File: src/rtl/assert_macros.svh
// ----------------------------------------------------------------------------
// assert_macros.svh
// concurrent assertion helpers, empty when SYNTHESIS is defined
// ----------------------------------------------------------------------------
`ifndef ASSERT_MACROS_SVH
`define ASSERT_MACROS_SVH

`ifndef SYNTHESIS

// antecedent implies consequent in the same cycle
`define ASSERT_IMPLIES(label, clk, rst_n, ante, cons, msg) \
    label: assert property (@(posedge clk) disable iff (!rst_n) (ante) |-> (cons)) \
        else $error(msg);

// antecedent implies consequent in the next cycle
`define ASSERT_NEXT(label, clk, rst_n, ante, cons, msg) \
    label: assert property (@(posedge clk) disable iff (!rst_n) (ante) |=> (cons)) \
        else $error(msg);

// condition holds on every cycle out of reset
`define ASSERT_ALWAYS(label, clk, rst_n, cond, msg) \
    label: assert property (@(posedge clk) disable iff (!rst_n) (cond)) \
        else $error(msg);

`else

`define ASSERT_IMPLIES(label, clk, rst_n, ante, cons, msg)
`define ASSERT_NEXT(label, clk, rst_n, ante, cons, msg)
`define ASSERT_ALWAYS(label, clk, rst_n, cond, msg)

`endif

`endif

File: src/rtl/rltm_pkg.sv
// ----------------------------------------------------------------------------
// rltm_pkg
// widths, codes and fixed-point constants of the loop timing monitor
// ----------------------------------------------------------------------------
`timescale 1ns / 1ps

package rltm_pkg;

    // time base and fixed point
    localparam int TIME_BITS = 48;
    localparam int FRAC_BITS = 8;

    // field widths
    localparam int CMD_W    = 2;
    localparam int TARGET_W = 17;
    localparam int WIN_W    = 8;
    localparam int OFFS_W   = 15;
    localparam int PERIOD_W = 20;
    localparam int RATE_W   = 18;
    localparam int LOAD_W   = 15;
    localparam int LAT_W    = 18;
    localparam int JIT_W    = 18;
    localparam int MISS_W   = 32;
    localparam int ACT_W    = 40;
    localparam int BUDGET_W = 28;
    localparam int CNT_W    = 8;

    // configuration port
    localparam int CFG_IDX_W  = 3;
    localparam int CFG_DATA_W = 20;

    typedef enum logic [CMD_W-1:0] {
        CMD_LOOP_START = 2'd0,
        CMD_LOOP_END   = 2'd1,
        CMD_TX_START   = 2'd2,
        CMD_TX_DONE    = 2'd3
    } cmd_t;

    typedef enum logic [CFG_IDX_W-1:0] {
        REG_TARGET_PERIOD = 3'd0,
        REG_WINDOW        = 3'd1,
        REG_LOAD_OFFSET   = 3'd2,
        REG_MIN_PERIOD    = 3'd3,
        REG_MAX_PERIOD    = 3'd4,
        REG_MAX_LATENCY   = 3'd5
    } cfg_idx_t;

    // register reset values
    localparam int unsigned TARGET_RST = 10000;
    localparam int unsigned WIN_RST    = 50;
    localparam int unsigned OFFS_RST   = (9 << FRAC_BITS) / 2;
    localparam int unsigned MINP_RST   = 1000;
    localparam int unsigned MAXP_RST   = 100000;
    localparam int unsigned MAXLAT_RST = 100000;

    // estimator reset values
    localparam int unsigned RATE_RST = 100 << FRAC_BITS;
    localparam int unsigned LOAD_RST = 5 << FRAC_BITS;
    localparam int unsigned LAT_RST  = ((12 << FRAC_BITS) + 5) / 10;
    localparam int unsigned JIT_RST  = ((2 << FRAC_BITS) + 5) / 10;

    // limits
    localparam longint unsigned RATE_NUM = 64'd1000000 << FRAC_BITS;
    localparam int unsigned RATE_CAP  = 1000 << FRAC_BITS;
    localparam int unsigned LOAD_CAP  = ((999 << FRAC_BITS) + 5) / 10;
    localparam int unsigned PCT_SCALE = 100;
    localparam int          PCT_W     = 7;
    localparam int unsigned LAT_SCALE = 1000;
    localparam int unsigned LAT_ROUND = LAT_SCALE / 2;

    // smoothing weights as integer ratios
    localparam int unsigned RATE_KEEP  = 19;
    localparam int unsigned RATE_DEN   = 20;
    localparam int unsigned LOAD_KEEP  = 7;
    localparam int unsigned LOAD_GAIN  = 3;
    localparam int unsigned LOAD_DEN   = 10;
    localparam int unsigned LAT_KEEP   = 17;
    localparam int unsigned LAT_GAIN   = 3;
    localparam int unsigned LAT_DEN    = 20;
    localparam int unsigned JIT_KEEP   = 7;
    localparam int          JIT_SHIFT  = 3;
    localparam int unsigned JIT_ROUND  = (1 << JIT_SHIFT) / 2;

    // shared divider geometry
    localparam int DIV_W      = ACT_W + PCT_W + FRAC_BITS;
    localparam int DVS_W      = BUDGET_W;
    localparam int DCNT_W     = $clog2(DIV_W + 1);
    localparam int K_RATE_NUM = 28;
    localparam int K_LAT_NUM  = PERIOD_W + FRAC_BITS + 1;
    localparam int K_EMA      = 23;
    localparam int K_LOAD_EMA = 19;

endpackage

File: src/rtl/rltm_channels.sv
// ----------------------------------------------------------------------------
// rltm_channels
// valid/ready channel interfaces for events, results and register writes
// ----------------------------------------------------------------------------
`timescale 1ns / 1ps

interface rltm_event_if;
    import rltm_pkg::*;

    logic                 valid;
    logic                 ready;
    logic [CMD_W-1:0]     command;
    logic [TIME_BITS-1:0] timestamp_us;

    modport source (output valid, output command, output timestamp_us, input ready);
    modport sink   (input valid, input command, input timestamp_us, output ready);
endinterface

interface rltm_result_if;
    import rltm_pkg::*;

    logic              valid;
    logic              ready;
    logic [RATE_W-1:0] control_rate_q8;
    logic [LOAD_W-1:0] cpu_load_q8;
    logic [LAT_W-1:0]  latency_q8;
    logic [JIT_W-1:0]  jitter_q8;
    logic [MISS_W-1:0] missed_deadlines;
    logic              deadline_missed_now;

    modport source (
        output valid, output control_rate_q8, output cpu_load_q8, output latency_q8,
        output jitter_q8, output missed_deadlines, output deadline_missed_now,
        input  ready
    );
    modport sink (
        input  valid, input control_rate_q8, input cpu_load_q8, input latency_q8,
        input  jitter_q8, input missed_deadlines, input deadline_missed_now,
        output ready
    );
endinterface

interface rltm_cfg_if;
    import rltm_pkg::*;

    logic                  valid;
    logic                  ready;
    logic [CFG_IDX_W-1:0]  index;
    logic [CFG_DATA_W-1:0] data;

    modport source (output valid, output index, output data, input ready);
    modport sink   (input valid, input index, input data, output ready);
endinterface

File: src/rtl/realtime_loop_timing_monitor_core.sv
// ----------------------------------------------------------------------------
// realtime_loop_timing_monitor_core
// loop rate, cpu load, deadline, link latency and jitter monitor
// ----------------------------------------------------------------------------
// The block takes one timestamped event request at a time (loop start, loop
// end, tx start, tx done) and returns one result request per event holding the
// smoothed control rate, cpu load, latency, jitter, the saturating missed
// deadline count and a flag for a deadline missed by this very loop end. The
// four estimates are Q8 fixed point. Every quotient (instantaneous rate, load
// ratio, latency conversion and the smoothing divides) goes through one shared
// radix-2 restoring divider that yields one quotient bit per cycle, so the
// divider sets the cost: a tx start, a loop end inside a window or an event
// that updates nothing needs no divide; a loop start with a period inside the
// window runs a rate divide then a smoothing divide, a valid tx done a latency
// divide then a smoothing divide, and a loop end that closes a load window a
// 55-bit ratio divide then a 19-bit smoothing divide. A finished result
// sits in an output register, so a new event is accepted while the previous
// result still waits for its consumer. Register writes are taken at any time
// but are meant to happen only while the block is idle.
// ----------------------------------------------------------------------------
`timescale 1ns / 1ps
`include "assert_macros.svh"

module realtime_loop_timing_monitor_core (
    input  logic  clk,
    input  logic  rst_n,
    rltm_event_if.sink    events,
    rltm_result_if.source results,
    rltm_cfg_if.sink      cfg
);
    import rltm_pkg::*;

    // sequencer states, one-hot
    typedef enum logic [6:0] {
        S_IDLE   = 7'b0000001,
        S_PREP   = 7'b0000010,
        S_EVAL   = 7'b0000100,
        S_DIV    = 7'b0001000,
        S_POST   = 7'b0010000,
        S_MAC    = 7'b0100000,
        S_FINISH = 7'b1000000
    } state_t;

    // what the divider is currently working on
    typedef enum logic [2:0] {
        OP_RATE_INST  = 3'd0,
        OP_RATE_EMA   = 3'd1,
        OP_LOAD_RATIO = 3'd2,
        OP_LOAD_EMA   = 3'd3,
        OP_LAT_INST   = 3'd4,
        OP_LAT_EMA    = 3'd5
    } op_t;

    localparam int PROD_W = ACT_W + PCT_W;

    // sequencer
    state_t state_reg, state_next;
    op_t    op_reg, op_next;
    cmd_t   cmd_reg, cmd_next;

    // per-request working registers
    logic [TIME_BITS-1:0] now_reg, now_next;
    logic [TIME_BITS-1:0] diff_reg, diff_next;
    logic                 miss_reg, miss_next;
    logic [RATE_W-1:0]    t_reg, t_next;
    logic [LAT_W-1:0]     delta_reg, delta_next;

    // shared divider
    logic [DVS_W-1:0]  rem_reg, rem_next;
    logic [DVS_W-1:0]  divisor_reg, divisor_next;
    logic [DIV_W-1:0]  quo_reg, quo_next;
    logic [DCNT_W-1:0] cnt_reg, cnt_next;

    // configuration registers
    logic [TARGET_W-1:0] target_reg, target_next;
    logic [WIN_W-1:0]    window_reg, window_next;
    logic [OFFS_W-1:0]   offset_reg, offset_next;
    logic [PERIOD_W-1:0] min_period_reg, min_period_next;
    logic [PERIOD_W-1:0] max_period_reg, max_period_next;
    logic [PERIOD_W-1:0] max_lat_reg, max_lat_next;

    // monitor state
    logic [TIME_BITS-1:0] loop_start_reg, loop_start_next;
    logic [TIME_BITS-1:0] prev_start_reg, prev_start_next;
    logic [TIME_BITS-1:0] tx_start_reg, tx_start_next;
    logic [RATE_W-1:0]    rate_reg, rate_next;
    logic [LOAD_W-1:0]    load_reg, load_next;
    logic [LAT_W-1:0]     lat_reg, lat_next;
    logic [LAT_W-1:0]     prev_lat_reg, prev_lat_next;
    logic [JIT_W-1:0]     jitter_reg, jitter_next;
    logic [MISS_W-1:0]    missed_reg, missed_next;
    logic [ACT_W-1:0]     active_reg, active_next;
    logic [BUDGET_W-1:0]  budget_reg, budget_next;
    logic [CNT_W-1:0]     count_reg, count_next;

    // result register
    logic              out_valid_reg, out_valid_next;
    logic [RATE_W-1:0] out_rate_reg, out_rate_next;
    logic [LOAD_W-1:0] out_load_reg, out_load_next;
    logic [LAT_W-1:0]  out_lat_reg, out_lat_next;
    logic [JIT_W-1:0]  out_jit_reg, out_jit_next;
    logic [MISS_W-1:0] out_missed_reg, out_missed_next;
    logic              out_miss_reg, out_miss_next;

    // datapath
    logic [TIME_BITS-1:0]  time_base;
    logic [PERIOD_W-1:0]   period;
    logic                  period_ok;
    logic                  latency_ok;
    logic                  over_budget;
    logic [K_RATE_NUM-1:0] rate_num;
    logic [K_LAT_NUM-1:0]  lat_num;
    logic [TIME_BITS:0]    act_sum;
    logic                  act_sat;
    logic [CNT_W:0]        cnt_inc;
    logic                  window_hit;
    logic [PROD_W-1:0]     pct_prod;
    logic [K_EMA-1:0]      rate_ema_num;
    logic [K_LOAD_EMA-1:0] load_ema_num;
    logic [K_EMA-1:0]      lat_ema_num;
    logic [JIT_W+3:0]      jit_acc;
    logic [RATE_W-1:0]     rate_inst;
    logic [LOAD_W-1:0]     load_ratio;
    logic [LOAD_W:0]       load_sum;
    logic [LOAD_W-1:0]     load_level;
    logic [LAT_W-1:0]      lat_inst;
    logic [LAT_W-1:0]      lat_delta;
    logic [DVS_W:0]        div_trial;
    logic [DVS_W:0]        div_sub;
    logic                  div_ge;

    // divider launch request from the sequencer
    logic              div_go;
    logic [DVS_W-1:0]  div_divisor;
    logic [DIV_W-1:0]  div_init;
    logic [DCNT_W-1:0] div_k;
    op_t               div_op;

    // ------------------------------------------------------------------
    // handshakes
    // ------------------------------------------------------------------
    assign events.ready = (state_reg == S_IDLE);
    assign cfg.ready    = 1'b1;

    assign results.valid               = out_valid_reg;
    assign results.control_rate_q8     = out_rate_reg;
    assign results.cpu_load_q8         = out_load_reg;
    assign results.latency_q8          = out_lat_reg;
    assign results.jitter_q8           = out_jit_reg;
    assign results.missed_deadlines    = out_missed_reg;
    assign results.deadline_missed_now = out_miss_reg;

    // ------------------------------------------------------------------
    // time difference: each event measures against its own reference
    // ------------------------------------------------------------------
    always_comb
    begin
        case (cmd_reg)
            CMD_LOOP_START: time_base = prev_start_reg;
            CMD_LOOP_END:   time_base = loop_start_reg;
            default:        time_base = tx_start_reg;
        endcase
    end

    // period and latency windows are exclusive; a zero difference never counts
    assign period     = diff_reg[PERIOD_W-1:0];
    assign period_ok  = (prev_start_reg != '0)
                        && (diff_reg > TIME_BITS'(min_period_reg))
                        && (diff_reg < TIME_BITS'(max_period_reg))
                        && (diff_reg != '0);
    assign latency_ok = (diff_reg != '0) && (diff_reg < TIME_BITS'(max_lat_reg));

    // rounded dividends for rate (1e6 / p) and latency (us to ms)
    assign rate_num = K_RATE_NUM'(RATE_NUM) + K_RATE_NUM'(period >> 1);
    assign lat_num  = (K_LAT_NUM'(period) << FRAC_BITS) + K_LAT_NUM'(LAT_ROUND);

    // loop end bookkeeping
    assign over_budget = diff_reg > TIME_BITS'(target_reg);
    assign act_sum     = {1'b0, diff_reg} + (TIME_BITS + 1)'(active_reg);
    assign act_sat     = |act_sum[TIME_BITS:ACT_W];
    assign cnt_inc     = (CNT_W + 1)'(count_reg) + (CNT_W + 1)'(1);
    assign window_hit  = cnt_inc >= (CNT_W + 1)'(window_reg);

    // load ratio dividend: active * 100 in Q8
    assign pct_prod = PROD_W'(active_reg) * PROD_W'(PCT_SCALE);

    // smoothing dividends, rounded half up by the added half divisor
    assign rate_ema_num = K_EMA'(rate_reg) * K_EMA'(RATE_KEEP) + K_EMA'(t_reg)
                          + K_EMA'(RATE_DEN / 2);
    assign load_ema_num = K_LOAD_EMA'(load_reg) * K_LOAD_EMA'(LOAD_KEEP)
                          + K_LOAD_EMA'(t_reg[LOAD_W-1:0]) * K_LOAD_EMA'(LOAD_GAIN)
                          + K_LOAD_EMA'(LOAD_DEN / 2);
    assign lat_ema_num  = K_EMA'(lat_reg) * K_EMA'(LAT_KEEP)
                          + K_EMA'(t_reg) * K_EMA'(LAT_GAIN) + K_EMA'(LAT_DEN / 2);
    assign jit_acc      = (JIT_W + 4)'(jitter_reg) * (JIT_W + 4)'(JIT_KEEP)
                          + (JIT_W + 4)'(delta_reg) + (JIT_W + 4)'(JIT_ROUND);

    // quotient post-processing
    assign rate_inst  = (quo_reg > DIV_W'(RATE_CAP)) ? RATE_W'(RATE_CAP)
                                                     : quo_reg[RATE_W-1:0];
    assign load_ratio = (quo_reg > DIV_W'(LOAD_CAP)) ? LOAD_W'(LOAD_CAP)
                                                     : quo_reg[LOAD_W-1:0];
    assign load_sum   = (LOAD_W + 1)'(load_ratio) + (LOAD_W + 1)'(offset_reg);
    assign load_level = (load_sum > (LOAD_W + 1)'(LOAD_CAP)) ? LOAD_W'(LOAD_CAP)
                                                             : load_sum[LOAD_W-1:0];
    assign lat_inst   = quo_reg[LAT_W-1:0];
    assign lat_delta  = (lat_inst > prev_lat_reg) ? (lat_inst - prev_lat_reg)
                                                  : (prev_lat_reg - lat_inst);

    // one restoring step: shift in the next dividend bit, try a subtract
    assign div_trial = {rem_reg, quo_reg[DIV_W-1]};
    assign div_sub   = div_trial - {1'b0, divisor_reg};
    assign div_ge    = div_trial >= {1'b0, divisor_reg};

    // ------------------------------------------------------------------
    // sequencer and state update
    // ------------------------------------------------------------------
    always_comb
    begin
        state_next      = state_reg;
        op_next         = op_reg;
        cmd_next        = cmd_reg;
        now_next        = now_reg;
        diff_next       = diff_reg;
        miss_next       = miss_reg;
        t_next          = t_reg;
        delta_next      = delta_reg;
        rem_next        = rem_reg;
        divisor_next    = divisor_reg;
        quo_next        = quo_reg;
        cnt_next        = cnt_reg;
        target_next     = target_reg;
        window_next     = window_reg;
        offset_next     = offset_reg;
        min_period_next = min_period_reg;
        max_period_next = max_period_reg;
        max_lat_next    = max_lat_reg;
        loop_start_next = loop_start_reg;
        prev_start_next = prev_start_reg;
        tx_start_next   = tx_start_reg;
        rate_next       = rate_reg;
        load_next       = load_reg;
        lat_next        = lat_reg;
        prev_lat_next   = prev_lat_reg;
        jitter_next     = jitter_reg;
        missed_next     = missed_reg;
        active_next     = active_reg;
        budget_next     = budget_reg;
        count_next      = count_reg;
        out_valid_next  = out_valid_reg;
        out_rate_next   = out_rate_reg;
        out_load_next   = out_load_reg;
        out_lat_next    = out_lat_reg;
        out_jit_next    = out_jit_reg;
        out_missed_next = out_missed_reg;
        out_miss_next   = out_miss_reg;

        div_go      = 1'b0;
        div_divisor = '0;
        div_init    = '0;
        div_k       = '0;
        div_op      = op_reg;

        // register writes; truncated to the register width
        if (cfg.valid)
        begin
            case (cfg_idx_t'(cfg.index))
                REG_TARGET_PERIOD: target_next     = cfg.data[TARGET_W-1:0];
                REG_WINDOW:        window_next     = cfg.data[WIN_W-1:0];
                REG_LOAD_OFFSET:   offset_next     = cfg.data[OFFS_W-1:0];
                REG_MIN_PERIOD:    min_period_next = cfg.data[PERIOD_W-1:0];
                REG_MAX_PERIOD:    max_period_next = cfg.data[PERIOD_W-1:0];
                REG_MAX_LATENCY:   max_lat_next    = cfg.data[PERIOD_W-1:0];
                default:           ;
            endcase
        end

        // result taken by the consumer
        if (out_valid_reg && results.ready)
        begin
            out_valid_next = 1'b0;
        end

        case (state_reg)
            S_IDLE:
            begin
                if (events.valid)
                begin
                    cmd_next   = cmd_t'(events.command);
                    now_next   = events.timestamp_us;
                    miss_next  = 1'b0;
                    state_next = S_PREP;
                end
            end

            S_PREP:
            begin
                diff_next  = now_reg - time_base;
                state_next = S_EVAL;
            end

            S_EVAL:
            begin
                state_next = S_FINISH;
                case (cmd_reg)
                    CMD_LOOP_START:
                    begin
                        loop_start_next = now_reg;
                        prev_start_next = now_reg;
                        if (period_ok)
                        begin
                            div_go      = 1'b1;
                            div_divisor = DVS_W'(period);
                            div_init    = DIV_W'(rate_num) << (DIV_W - K_RATE_NUM);
                            div_k       = DCNT_W'(K_RATE_NUM);
                            div_op      = OP_RATE_INST;
                        end
                    end

                    CMD_LOOP_END:
                    begin
                        miss_next = over_budget;
                        if (over_budget && (missed_reg != '1))
                        begin
                            missed_next = missed_reg + MISS_W'(1);
                        end
                        active_next = act_sat ? '1 : act_sum[ACT_W-1:0];
                        budget_next = budget_reg + BUDGET_W'(target_reg);
                        if (window_hit)
                        begin
                            // window closed: form the load from the updated sums
                            count_next = '0;
                            op_next    = OP_LOAD_RATIO;
                            state_next = S_MAC;
                        end
                        else
                        begin
                            count_next = cnt_inc[CNT_W-1:0];
                        end
                    end

                    CMD_TX_START:
                    begin
                        tx_start_next = now_reg;
                    end

                    default:
                    begin
                        // tx done: a pending start is consumed even if unusable
                        if (tx_start_reg != '0)
                        begin
                            tx_start_next = '0;
                            if (latency_ok)
                            begin
                                div_go      = 1'b1;
                                div_divisor = DVS_W'(LAT_SCALE);
                                div_init    = DIV_W'(lat_num) << (DIV_W - K_LAT_NUM);
                                div_k       = DCNT_W'(K_LAT_NUM);
                                div_op      = OP_LAT_INST;
                            end
                        end
                    end
                endcase
            end

            S_DIV:
            begin
                rem_next = div_ge ? div_sub[DVS_W-1:0] : div_trial[DVS_W-1:0];
                quo_next = {quo_reg[DIV_W-2:0], div_ge};
                cnt_next = cnt_reg - DCNT_W'(1);
                if (cnt_reg == DCNT_W'(1))
                begin
                    state_next = S_POST;
                end
            end

            S_POST:
            begin
                case (op_reg)
                    OP_RATE_INST:
                    begin
                        t_next     = rate_inst;
                        op_next    = OP_RATE_EMA;
                        state_next = S_MAC;
                    end
                    OP_RATE_EMA:
                    begin
                        rate_next  = quo_reg[RATE_W-1:0];
                        state_next = S_FINISH;
                    end
                    OP_LOAD_RATIO:
                    begin
                        t_next     = RATE_W'(load_level);
                        op_next    = OP_LOAD_EMA;
                        state_next = S_MAC;
                    end
                    OP_LOAD_EMA:
                    begin
                        load_next  = quo_reg[LOAD_W-1:0];
                        state_next = S_FINISH;
                    end
                    OP_LAT_INST:
                    begin
                        t_next        = lat_inst;
                        delta_next    = lat_delta;
                        prev_lat_next = lat_inst;
                        op_next       = OP_LAT_EMA;
                        state_next    = S_MAC;
                    end
                    OP_LAT_EMA:
                    begin
                        lat_next   = quo_reg[LAT_W-1:0];
                        state_next = S_FINISH;
                    end
                    default:
                    begin
                        state_next = S_FINISH;
                    end
                endcase
            end

            S_MAC:
            begin
                state_next = S_FINISH;
                case (op_reg)
                    OP_LOAD_RATIO:
                    begin
                        // sums clear whether or not a load can be formed
                        active_next = '0;
                        budget_next = '0;
                        if (budget_reg != '0)
                        begin
                            div_go      = 1'b1;
                            div_divisor = budget_reg;
                            div_init    = {pct_prod, {FRAC_BITS{1'b0}}};
                            div_k       = DCNT_W'(DIV_W);
                            div_op      = OP_LOAD_RATIO;
                        end
                    end
                    OP_RATE_EMA:
                    begin
                        div_go      = 1'b1;
                        div_divisor = DVS_W'(RATE_DEN);
                        div_init    = DIV_W'(rate_ema_num) << (DIV_W - K_EMA);
                        div_k       = DCNT_W'(K_EMA);
                        div_op      = OP_RATE_EMA;
                    end
                    OP_LOAD_EMA:
                    begin
                        div_go      = 1'b1;
                        div_divisor = DVS_W'(LOAD_DEN);
                        div_init    = DIV_W'(load_ema_num) << (DIV_W - K_LOAD_EMA);
                        div_k       = DCNT_W'(K_LOAD_EMA);
                        div_op      = OP_LOAD_EMA;
                    end
                    OP_LAT_EMA:
                    begin
                        // jitter gain of 1/8 is a plain shift
                        jitter_next = jit_acc[JIT_W+JIT_SHIFT-1:JIT_SHIFT];
                        div_go      = 1'b1;
                        div_divisor = DVS_W'(LAT_DEN);
                        div_init    = DIV_W'(lat_ema_num) << (DIV_W - K_EMA);
                        div_k       = DCNT_W'(K_EMA);
                        div_op      = OP_LAT_EMA;
                    end
                    default:
                    begin
                        state_next = S_FINISH;
                    end
                endcase
            end

            S_FINISH:
            begin
                // hand over once the output register is free
                if (!out_valid_reg || results.ready)
                begin
                    out_valid_next  = 1'b1;
                    out_rate_next   = rate_reg;
                    out_load_next   = load_reg;
                    out_lat_next    = lat_reg;
                    out_jit_next    = jitter_reg;
                    out_missed_next = missed_reg;
                    out_miss_next   = miss_reg;
                    state_next      = S_IDLE;
                end
            end

            default:
            begin
                state_next = S_IDLE;
            end
        endcase

        // divider launch: dividend pre-aligned to the top of the shift register
        if (div_go)
        begin
            rem_next     = '0;
            divisor_next = div_divisor;
            quo_next     = div_init;
            cnt_next     = div_k;
            op_next      = div_op;
            state_next   = S_DIV;
        end
    end

    // ------------------------------------------------------------------
    // registers
    // ------------------------------------------------------------------
    always_ff @(posedge clk or negedge rst_n)
    begin
        if (!rst_n)
        begin
            state_reg      <= S_IDLE;
            op_reg         <= OP_RATE_INST;
            cmd_reg        <= CMD_LOOP_START;
            cnt_reg        <= '0;
            target_reg     <= TARGET_W'(TARGET_RST);
            window_reg     <= WIN_W'(WIN_RST);
            offset_reg     <= OFFS_W'(OFFS_RST);
            min_period_reg <= PERIOD_W'(MINP_RST);
            max_period_reg <= PERIOD_W'(MAXP_RST);
            max_lat_reg    <= PERIOD_W'(MAXLAT_RST);
            loop_start_reg <= '0;
            prev_start_reg <= '0;
            tx_start_reg   <= '0;
            rate_reg       <= RATE_W'(RATE_RST);
            load_reg       <= LOAD_W'(LOAD_RST);
            lat_reg        <= LAT_W'(LAT_RST);
            prev_lat_reg   <= LAT_W'(LAT_RST);
            jitter_reg     <= JIT_W'(JIT_RST);
            missed_reg     <= '0;
            active_reg     <= '0;
            budget_reg     <= '0;
            count_reg      <= '0;
            out_valid_reg  <= 1'b0;
        end
        else
        begin
            state_reg      <= state_next;
            op_reg         <= op_next;
            cmd_reg        <= cmd_next;
            cnt_reg        <= cnt_next;
            target_reg     <= target_next;
            window_reg     <= window_next;
            offset_reg     <= offset_next;
            min_period_reg <= min_period_next;
            max_period_reg <= max_period_next;
            max_lat_reg    <= max_lat_next;
            loop_start_reg <= loop_start_next;
            prev_start_reg <= prev_start_next;
            tx_start_reg   <= tx_start_next;
            rate_reg       <= rate_next;
            load_reg       <= load_next;
            lat_reg        <= lat_next;
            prev_lat_reg   <= prev_lat_next;
            jitter_reg     <= jitter_next;
            missed_reg     <= missed_next;
            active_reg     <= active_next;
            budget_reg     <= budget_next;
            count_reg      <= count_next;
            out_valid_reg  <= out_valid_next;
        end
    end

    // working and payload registers, no reset needed
    always_ff @(posedge clk)
    begin
        now_reg        <= now_next;
        diff_reg       <= diff_next;
        miss_reg       <= miss_next;
        t_reg          <= t_next;
        delta_reg      <= delta_next;
        rem_reg        <= rem_next;
        divisor_reg    <= divisor_next;
        quo_reg        <= quo_next;
        out_rate_reg   <= out_rate_next;
        out_load_reg   <= out_load_next;
        out_lat_reg    <= out_lat_next;
        out_jit_reg    <= out_jit_next;
        out_missed_reg <= out_missed_next;
        out_miss_reg   <= out_miss_next;
    end

    // ------------------------------------------------------------------
    // assertions
    // ------------------------------------------------------------------
    // an accepted event leaves the block busy in the next cycle
    `ASSERT_NEXT(a_busy_after_accept, clk, rst_n, events.valid && events.ready, !events.ready, "event accepted while busy")
    // a result only appears from the hand-over state
    `ASSERT_IMPLIES(a_result_from_finish, clk, rst_n, $rose(out_valid_reg), $past(state_reg == S_FINISH), "result raised outside hand-over")
    // a missed deadline flag always comes with a non-zero count
    `ASSERT_IMPLIES(a_miss_counted, clk, rst_n, out_valid_reg && out_miss_reg, out_missed_reg != '0, "missed deadline not counted")
    // divider remainder stays below the divisor
    `ASSERT_IMPLIES(a_rem_bound, clk, rst_n, state_reg == S_DIV, rem_reg < divisor_reg, "divider remainder out of range")
    // smoothed load never passes the 99.9 percent cap
    `ASSERT_ALWAYS(a_load_cap, clk, rst_n, load_reg <= LOAD_W'(LOAD_CAP), "cpu load above cap")

endmodule

File: src/flat_wrapper.sv
// flat-port wrapper written by rule: the top's interface ports become plain ports
module realtime_loop_timing_monitor_core_flat import rltm_pkg::*;
  (clk, rst_n, events_valid, events_command, events_timestamp_us, events_ready, results_valid, results_control_rate_q8, results_cpu_load_q8, results_latency_q8, results_jitter_q8, results_missed_deadlines, results_deadline_missed_now, results_ready, cfg_valid, cfg_index, cfg_data, cfg_ready);
  rltm_event_if events_i ();
  rltm_result_if results_i ();
  rltm_cfg_if cfg_i ();
  input  logic clk;
  input  logic rst_n;
  input wire logic [$bits(events_i.valid)-1:0] events_valid;
  input wire logic [$bits(events_i.command)-1:0] events_command;
  input wire logic [$bits(events_i.timestamp_us)-1:0] events_timestamp_us;
  output wire logic [$bits(events_i.ready)-1:0] events_ready;
  output wire logic [$bits(results_i.valid)-1:0] results_valid;
  output wire logic [$bits(results_i.control_rate_q8)-1:0] results_control_rate_q8;
  output wire logic [$bits(results_i.cpu_load_q8)-1:0] results_cpu_load_q8;
  output wire logic [$bits(results_i.latency_q8)-1:0] results_latency_q8;
  output wire logic [$bits(results_i.jitter_q8)-1:0] results_jitter_q8;
  output wire logic [$bits(results_i.missed_deadlines)-1:0] results_missed_deadlines;
  output wire logic [$bits(results_i.deadline_missed_now)-1:0] results_deadline_missed_now;
  input wire logic [$bits(results_i.ready)-1:0] results_ready;
  input wire logic [$bits(cfg_i.valid)-1:0] cfg_valid;
  input wire logic [$bits(cfg_i.index)-1:0] cfg_index;
  input wire logic [$bits(cfg_i.data)-1:0] cfg_data;
  output wire logic [$bits(cfg_i.ready)-1:0] cfg_ready;
  assign events_i.valid = events_valid;
  assign events_i.command = events_command;
  assign events_i.timestamp_us = events_timestamp_us;
  assign events_ready = events_i.ready;
  assign results_valid = results_i.valid;
  assign results_control_rate_q8 = results_i.control_rate_q8;
  assign results_cpu_load_q8 = results_i.cpu_load_q8;
  assign results_latency_q8 = results_i.latency_q8;
  assign results_jitter_q8 = results_i.jitter_q8;
  assign results_missed_deadlines = results_i.missed_deadlines;
  assign results_deadline_missed_now = results_i.deadline_missed_now;
  assign results_i.ready = results_ready;
  assign cfg_i.valid = cfg_valid;
  assign cfg_i.index = cfg_index;
  assign cfg_i.data = cfg_data;
  assign cfg_ready = cfg_i.ready;
  realtime_loop_timing_monitor_core u_core (.clk(clk), .rst_n(rst_n), .events(events_i), .results(results_i), .cfg(cfg_i));
endmodule
File: config.mk
export PLATFORM = sky130hd
export DESIGN_NAME = realtime_loop_timing_monitor_core_flat
export DESIGN_NICKNAME = d
export VERILOG_FILES = /design/src/rtl/rltm_pkg.sv /design/src/rtl/rltm_channels.sv /design/src/rtl/realtime_loop_timing_monitor_core.sv /design/src/flat_wrapper.sv
export VERILOG_INCLUDE_DIRS = /design/src /design/src/rtl
export SDC_FILE = /design/constraint.sdc
export NUM_CORES = 2
export LEC_CHECK = 0
export BUFFER_PORTS_ARGS = -buffer_cell sky130_fd_sc_hd__buf_4
export CAP_MARGIN = 40
export CORE_MARGIN = 3
export CORE_UTILIZATION = 40
export CTS_CLUSTER_DIAMETER = 60
export DETAILED_ROUTE_END_ITERATION = 7
export SLEW_MARGIN = 0
export SYNTH_ARGS = -nofsm -noshare
export SYNTH_HDL_FRONTEND = slang
export SYNTH_SLANG_ARGS = --single-unit
File: constraint.sdc
create_clock -name clk -period 8.5 [get_ports clk]
set_clock_uncertainty 0.1 [all_clocks]
set_input_delay 1.7 -clock clk [delete_from_list [all_inputs] [get_ports clk]]
set_output_delay 1.7 -clock clk [all_outputs]
set_load 0.05 [all_outputs]
# Word level (Yosys, flattened, before mapping)
# Index checks and enable logic that the tools add are counted.
# word_totals
out_inout_bits,105
in_bits,78
regBits,756
# op_classes
addsub,20
n_reduce_logical,49
magnitude_cmp,10
muxes,75
n_mul,7
n_eq_ne,37
n_bitwise,1
# op_table
operator,n
55-bit 2-to-1 mux,6
55-bit case mux with 2 select lines,2
55-bit case mux with 4 select lines,1
28-bit case mux with 2 select lines,3
48-bit nonzero test,3
28-bit 2-to-1 mux,5
40-bit 2-to-1 mux,3
48-bit by 20-bit < comparator with 1-bit output,2
48-bit 2-to-1 mux,2
48-bit case mux with 2 select lines,1
28-bit case mux with 3 select lines,1
40-bit case mux with 2 select lines,1
"55-bit by 15-bit greater-than comparator with 1-bit output, second input constant",1
"55-bit by 18-bit greater-than comparator with 1-bit output, second input constant",1
18-bit case mux with 3 select lines,1
48-bit by 40-bit adder with 49-bit output,1
7-bit 2-to-1 mux,7
7-bit case mux with 7 select lines,1
48-bit by 17-bit greater-than comparator with 1-bit output,1
48-bit by 20-bit greater-than comparator with 1-bit output,1
48-bit subtractor,1
"23-bit by 4-bit adder with 23-bit output, second input constant",2
"18-bit by 5-bit multiplier with 23-bit output, second input constant",2
"40-bit by 5-bit multiplier with 45-bit output, second input constant",1
76 further kinds,149

# Logic depth before layout (Yosys ltp)
# depth
depth_word,9
depth_mapped,21

# Worst setup path after synthesis
# Ideal clock, no wire load.
# synth_timing
path_type,input to register
from,input results_ready
to,"register u_core.out_rate_reg[0], in the netlist u_core.results.control_rate_q8[0], enable pin"
setup_slack_ps,1489
t_required_ps,7825
arrival_ps,6336
n_path_buf,0
stages,2
path_cell_list,nand2b_1 > nor2b_1
# synth_between
elab_chain_cells,2
# synth_rtl
element,line,rtl
start: declaration,flat_wrapper.sv:20,input wire logic [$bits(results_i.ready)-1:0] results_ready;
1-bit logical OR,realtime_loop_timing_monitor_core.sv:476,if (!out_valid_reg || results.ready)
2-bit AND reduction (no source line),--,
end signal: assignment,realtime_loop_timing_monitor_core.sv:577,out_rate_reg <= out_rate_next;
end: declaration,realtime_loop_timing_monitor_core.sv:98,"logic [RATE_W-1:0] out_rate_reg, out_rate_next;"
# Every way passes these cells.
# A chain may end at the register's enable or synchronous reset.

# Worst setup path after layout
# layout_timing
from,register u_core.load_reg[0]
to,register u_core.quo_reg[54] (data pin)
# layout_between
elab_chain_cells,6
# layout_rtl
element,line,rtl
start: declaration,realtime_loop_timing_monitor_core.sv:87,"logic [LOAD_W-1:0] load_reg, load_next;"
start signal: assignment,realtime_loop_timing_monitor_core.sv:528,load_reg <= LOAD_W'(LOAD_RST);
start signal: assignment,realtime_loop_timing_monitor_core.sv:554,load_reg <= load_next;
15-bit by 3-bit multiplier with 18-bit output,realtime_loop_timing_monitor_core.sv:190,assign load_ema_num = K_LOAD_EMA'(load_reg) * K_LOAD_EMA'(LOAD_KEEP)
18-bit by 17-bit adder with 19-bit output,realtime_loop_timing_monitor_core.sv:191,+ K_LOAD_EMA'(t_reg[LOAD_W-1:0]) * K_LOAD_EMA'(LOAD_GAIN)
19-bit by 3-bit adder with 19-bit output,realtime_loop_timing_monitor_core.sv:192,+ K_LOAD_EMA'(LOAD_DEN / 2);
55-bit case mux with 4 select lines,realtime_loop_timing_monitor_core.sv:425,case (op_reg)
55-bit case mux with 2 select lines,realtime_loop_timing_monitor_core.sv:284,case (state_reg)
55-bit 2-to-1 mux,realtime_loop_timing_monitor_core.sv:496,if (div_go)
via u_core.quo_next[54],realtime_loop_timing_monitor_core.sv:71,"logic [DIV_W-1:0] quo_reg, quo_next;"
end signal: assignment,realtime_loop_timing_monitor_core.sv:576,quo_reg <= quo_next;
end: declaration,realtime_loop_timing_monitor_core.sv:71,
# The timed path passes the listed nets, and every way through them passes these cells.

==> flow_summary_export.csv <==
group,metric,value,unit
sta,final_hold_viol_count,0,
detailed_routing,drt-total-wl,152400,um
detailed_routing,met2_length,70780,um
detailed_routing,drt-met1-wl,69150,um
clock_network,cts_buffers,99,
status,status,"finished clean",
sta,final-setup-viol-count,0,
final_layout,drive_gt1_share,11.44,%
sta,relSlewSlack,35.62,%
final_layout,final_core_util,45.66,%
pwr,powerDensity,232.3,nW/um2
synth,syn_inst,5396,
floorplan,dieArea,140100,um2
worst_hold_path,hp-class,"reg -> reg",
floorplan,rows,134,
floorplan,start_util,40.45,%
synth,synthTopCellsByCount,"ha_1, inv_1, nand2_1",
setup_path,arrival,6.24,ns
synth,yosysSeqAreaShare,37.65,%
floorplan,die_w,374.3,um
detailed_routing,via_count,41110,
setup_path,cp-start-kind,"register",
setup_path,critical_path_required,8.84,ns
setup_path,worstPathMaxFanout,5,
synth,synthTopCellsByArea,"edfxtp_1, dfrtp_1, ha_1",
clock_network,clk_pin_slew_worst_paths,0.06,ns
global_routing,grt_usage,21.68,%
clock_network,cts.sinks,756,
synth,synth_area,54260,um2
clock_network,htree_levels,3,
final_layout,largest_reg_flops,55,
setup_path,crit_path_end_kind,"register",
final_layout,nets,6456,
sta,fmax,169.4,MHz
synth,synth_seq_cells,756,
clock_network,insertion_delay,0.73,ns
sta,min_period,5.903,ns
detailed_routing,avgViaCountPerCell,5.523,
setup_path,criticalPathCategory,"reg -> reg",
clock_network,cts_tree,"done",
run,drv_cap,0,
sta,slew_viol_final,0,
detailed_routing,drt_iter0_drc,2895,
detailed_routing,ant_nets,0,
floorplan,coreArea,134100,um2
sta,totalNegativeSetupSlack,0,ns
clock_network,cts-resized-gates,0,
final_layout,n_fill_cell,12760,
global_routing,grt_max_degree,145,
clock_network,post-cts-setup-buffers,0,
placement,gp_congestion,0.9317,
synth,syn_area_per_cell,10.05,um2
synth,synth-main-ff-cell,"dfrtp_1",
detailed_routing,routedWlPerCell,20.48,um
clock_network,cts_buffer_depth,3,
pwr,ir_drop,0.1816,mV
detailed_routing,drtPass1Iterations,5,
pwr,power_leakage,0.02867,uW
detailed_routing,routed.top_layer,"met4",
global_routing,grt_overflow,0,
global_routing,grt_pass1_wl,240800,um
synth,syn_nets,6264,
clock_network,holdBufCountCts,0,
sta,tightest_slew,0.9657,ns
global_routing,grt_pass1_vias,40890,
synth,ys_async_sr_fraction,54.23,%
placement,dp_hpwl,117800,um
floorplan,chipHeight,374.3,um
detailed_routing,wl_met3,7983,um
detailed_routing,drc,0,
final_layout,area_delta_synth_final,12.87,%
synth,yosysTopAreaCell,"edfxtp_1",
placement,port_buffers,181,
clock_network,clockRootBuffer,"clkbuf_16",
sta,fin_crit_sh,69.44,%
global_routing,grt_antenna_before_repair,1,
synth,synth_edf_count,318,
floorplan,ios,183,
synth,synth_cell_types,105,
sta,rsz0062_at_grt,"no",
synth,synth_top_cell_area_share,17.60,%
synth,synthMostInstantiatedCell,"ha_1",
synth,yosysWarnings,0,
final cells by class:
cell class	instances	area, um2	share of cell area [%]
Multi-Input combinational cell	3892	31000	50.62
Sequential cell	756	20430	33.36
Clock buffer	130	2726	4.452
Inverter	596	2240	3.657
Tap cell	1768	2212	3.612
Timing Repair Buffer	243	1898	3.099
Clock inverter	58	733.2	1.197
Antenna cell	1	2.502	0.004086
per-layer routing:
layer  global-route usage [%]  vias up
met5                        0        -
met1                    29.93    20130
met2                    35.49     1075
met3                    2.940      234
met4                    6.316        0
li1                         -    19680
through the flow:
step / power (uW) / worst slack [ns] / std cells / area, um2 / hold WS [ns]
3_3_place_gp: 9829 / 2.854 / 7242 / 57640 / 0.3656
5_1_grt: 15170 / 2.381 / 7443 / 61240 / 0.3929
4_1_cts: 14340 / 2.710 / 7443 / 61240 / 0.3768
6_report: 14230 / 2.597 / 7444 / 61240 / 0.3705
2_1_floorplan: 8395 / 1.489 / 5396 / 54260 / 0.3003
3_5_place_dp: 9937 / 2.827 / 7255 / 57780 / 0.3782
report_power, final:
part | switching [uW] | internal (uW)
Combinational | 2960 | 2040
Clock | 1760 | 2580
Sequential | 496 | 4400
Total | 5210 | 9020
final timing paths:
kind	startpoint	endpoint	slack [ns]	cells after the start
setup reg to reg	u_core.load_reg[0]$_DFFE_PN0P_	u_core.quo_reg[54]$_DFFE_PP_	2.60	18
min in group asynchronous	rst_n	u_core.jitter_reg[10]$_DFFE_PN0P_	0.86	1
hold reg to reg	u_core.missed_reg[8]$_DFFE_PN0P_	u_core.results.missed_deadlines[8]$_DFFE_PP_	0.37	0
hold / removal	u_core.missed_reg[8]$_DFFE_PN0P_	u_core.results.missed_deadlines[8]$_DFFE_PP_	0.37	0
setup / recovery	u_core.load_reg[0]$_DFFE_PN0P_	u_core.quo_reg[54]$_DFFE_PP_	2.60	18
max in group asynchronous	rst_n	u_core.tx_start_reg[33]$_DFFE_PN0P_	5.94	2
layout by cell type (no fill, tap or decap), types with 173 or more instances in the layout:
cell / instances
edfxtp_1: 318
a21oi_1: 339
xnor2_1: 173
o21ai_0: 361
nand2_1: 412
fa_1: 181
ha_1: 609
nor2_1: 215
inv_1: 591
dfrtp_1: 362
buf_4: 230
kinds of logic after synthesis:
| kind of cell | synth area share [%] |
|---|---|
| compound gates | 15.98 |
| xor+xnor | 4.665 |
| fa+ha+maj | 20.72 |
| buf+inv | 5.329 |
| flops | 37.65 |
| mux | 4.084 |
| other cells | 0.006912 |
| simple gates | 11.56 |
critical path: stages, from the launching register on:
cell and delay [ns]:
dfrtp_1 0.47, inv_1 0.11, fa_1 0.55, inv_1 0.05
fa_1 0.47, fa_1 0.51, ha_1 0.25, fa_1 0.44
a21o_1 0.20, a21o_1 0.21, a21oi_1 0.23, o21ai_0 0.17
o41ai_1 0.45, o21a_1 0.21, nor2b_1 0.05, o311ai_0 0.66
nand4_1 0.25, nand2_1 0.14, nand3_1 0.08
(Power assumes the default switching activity.)
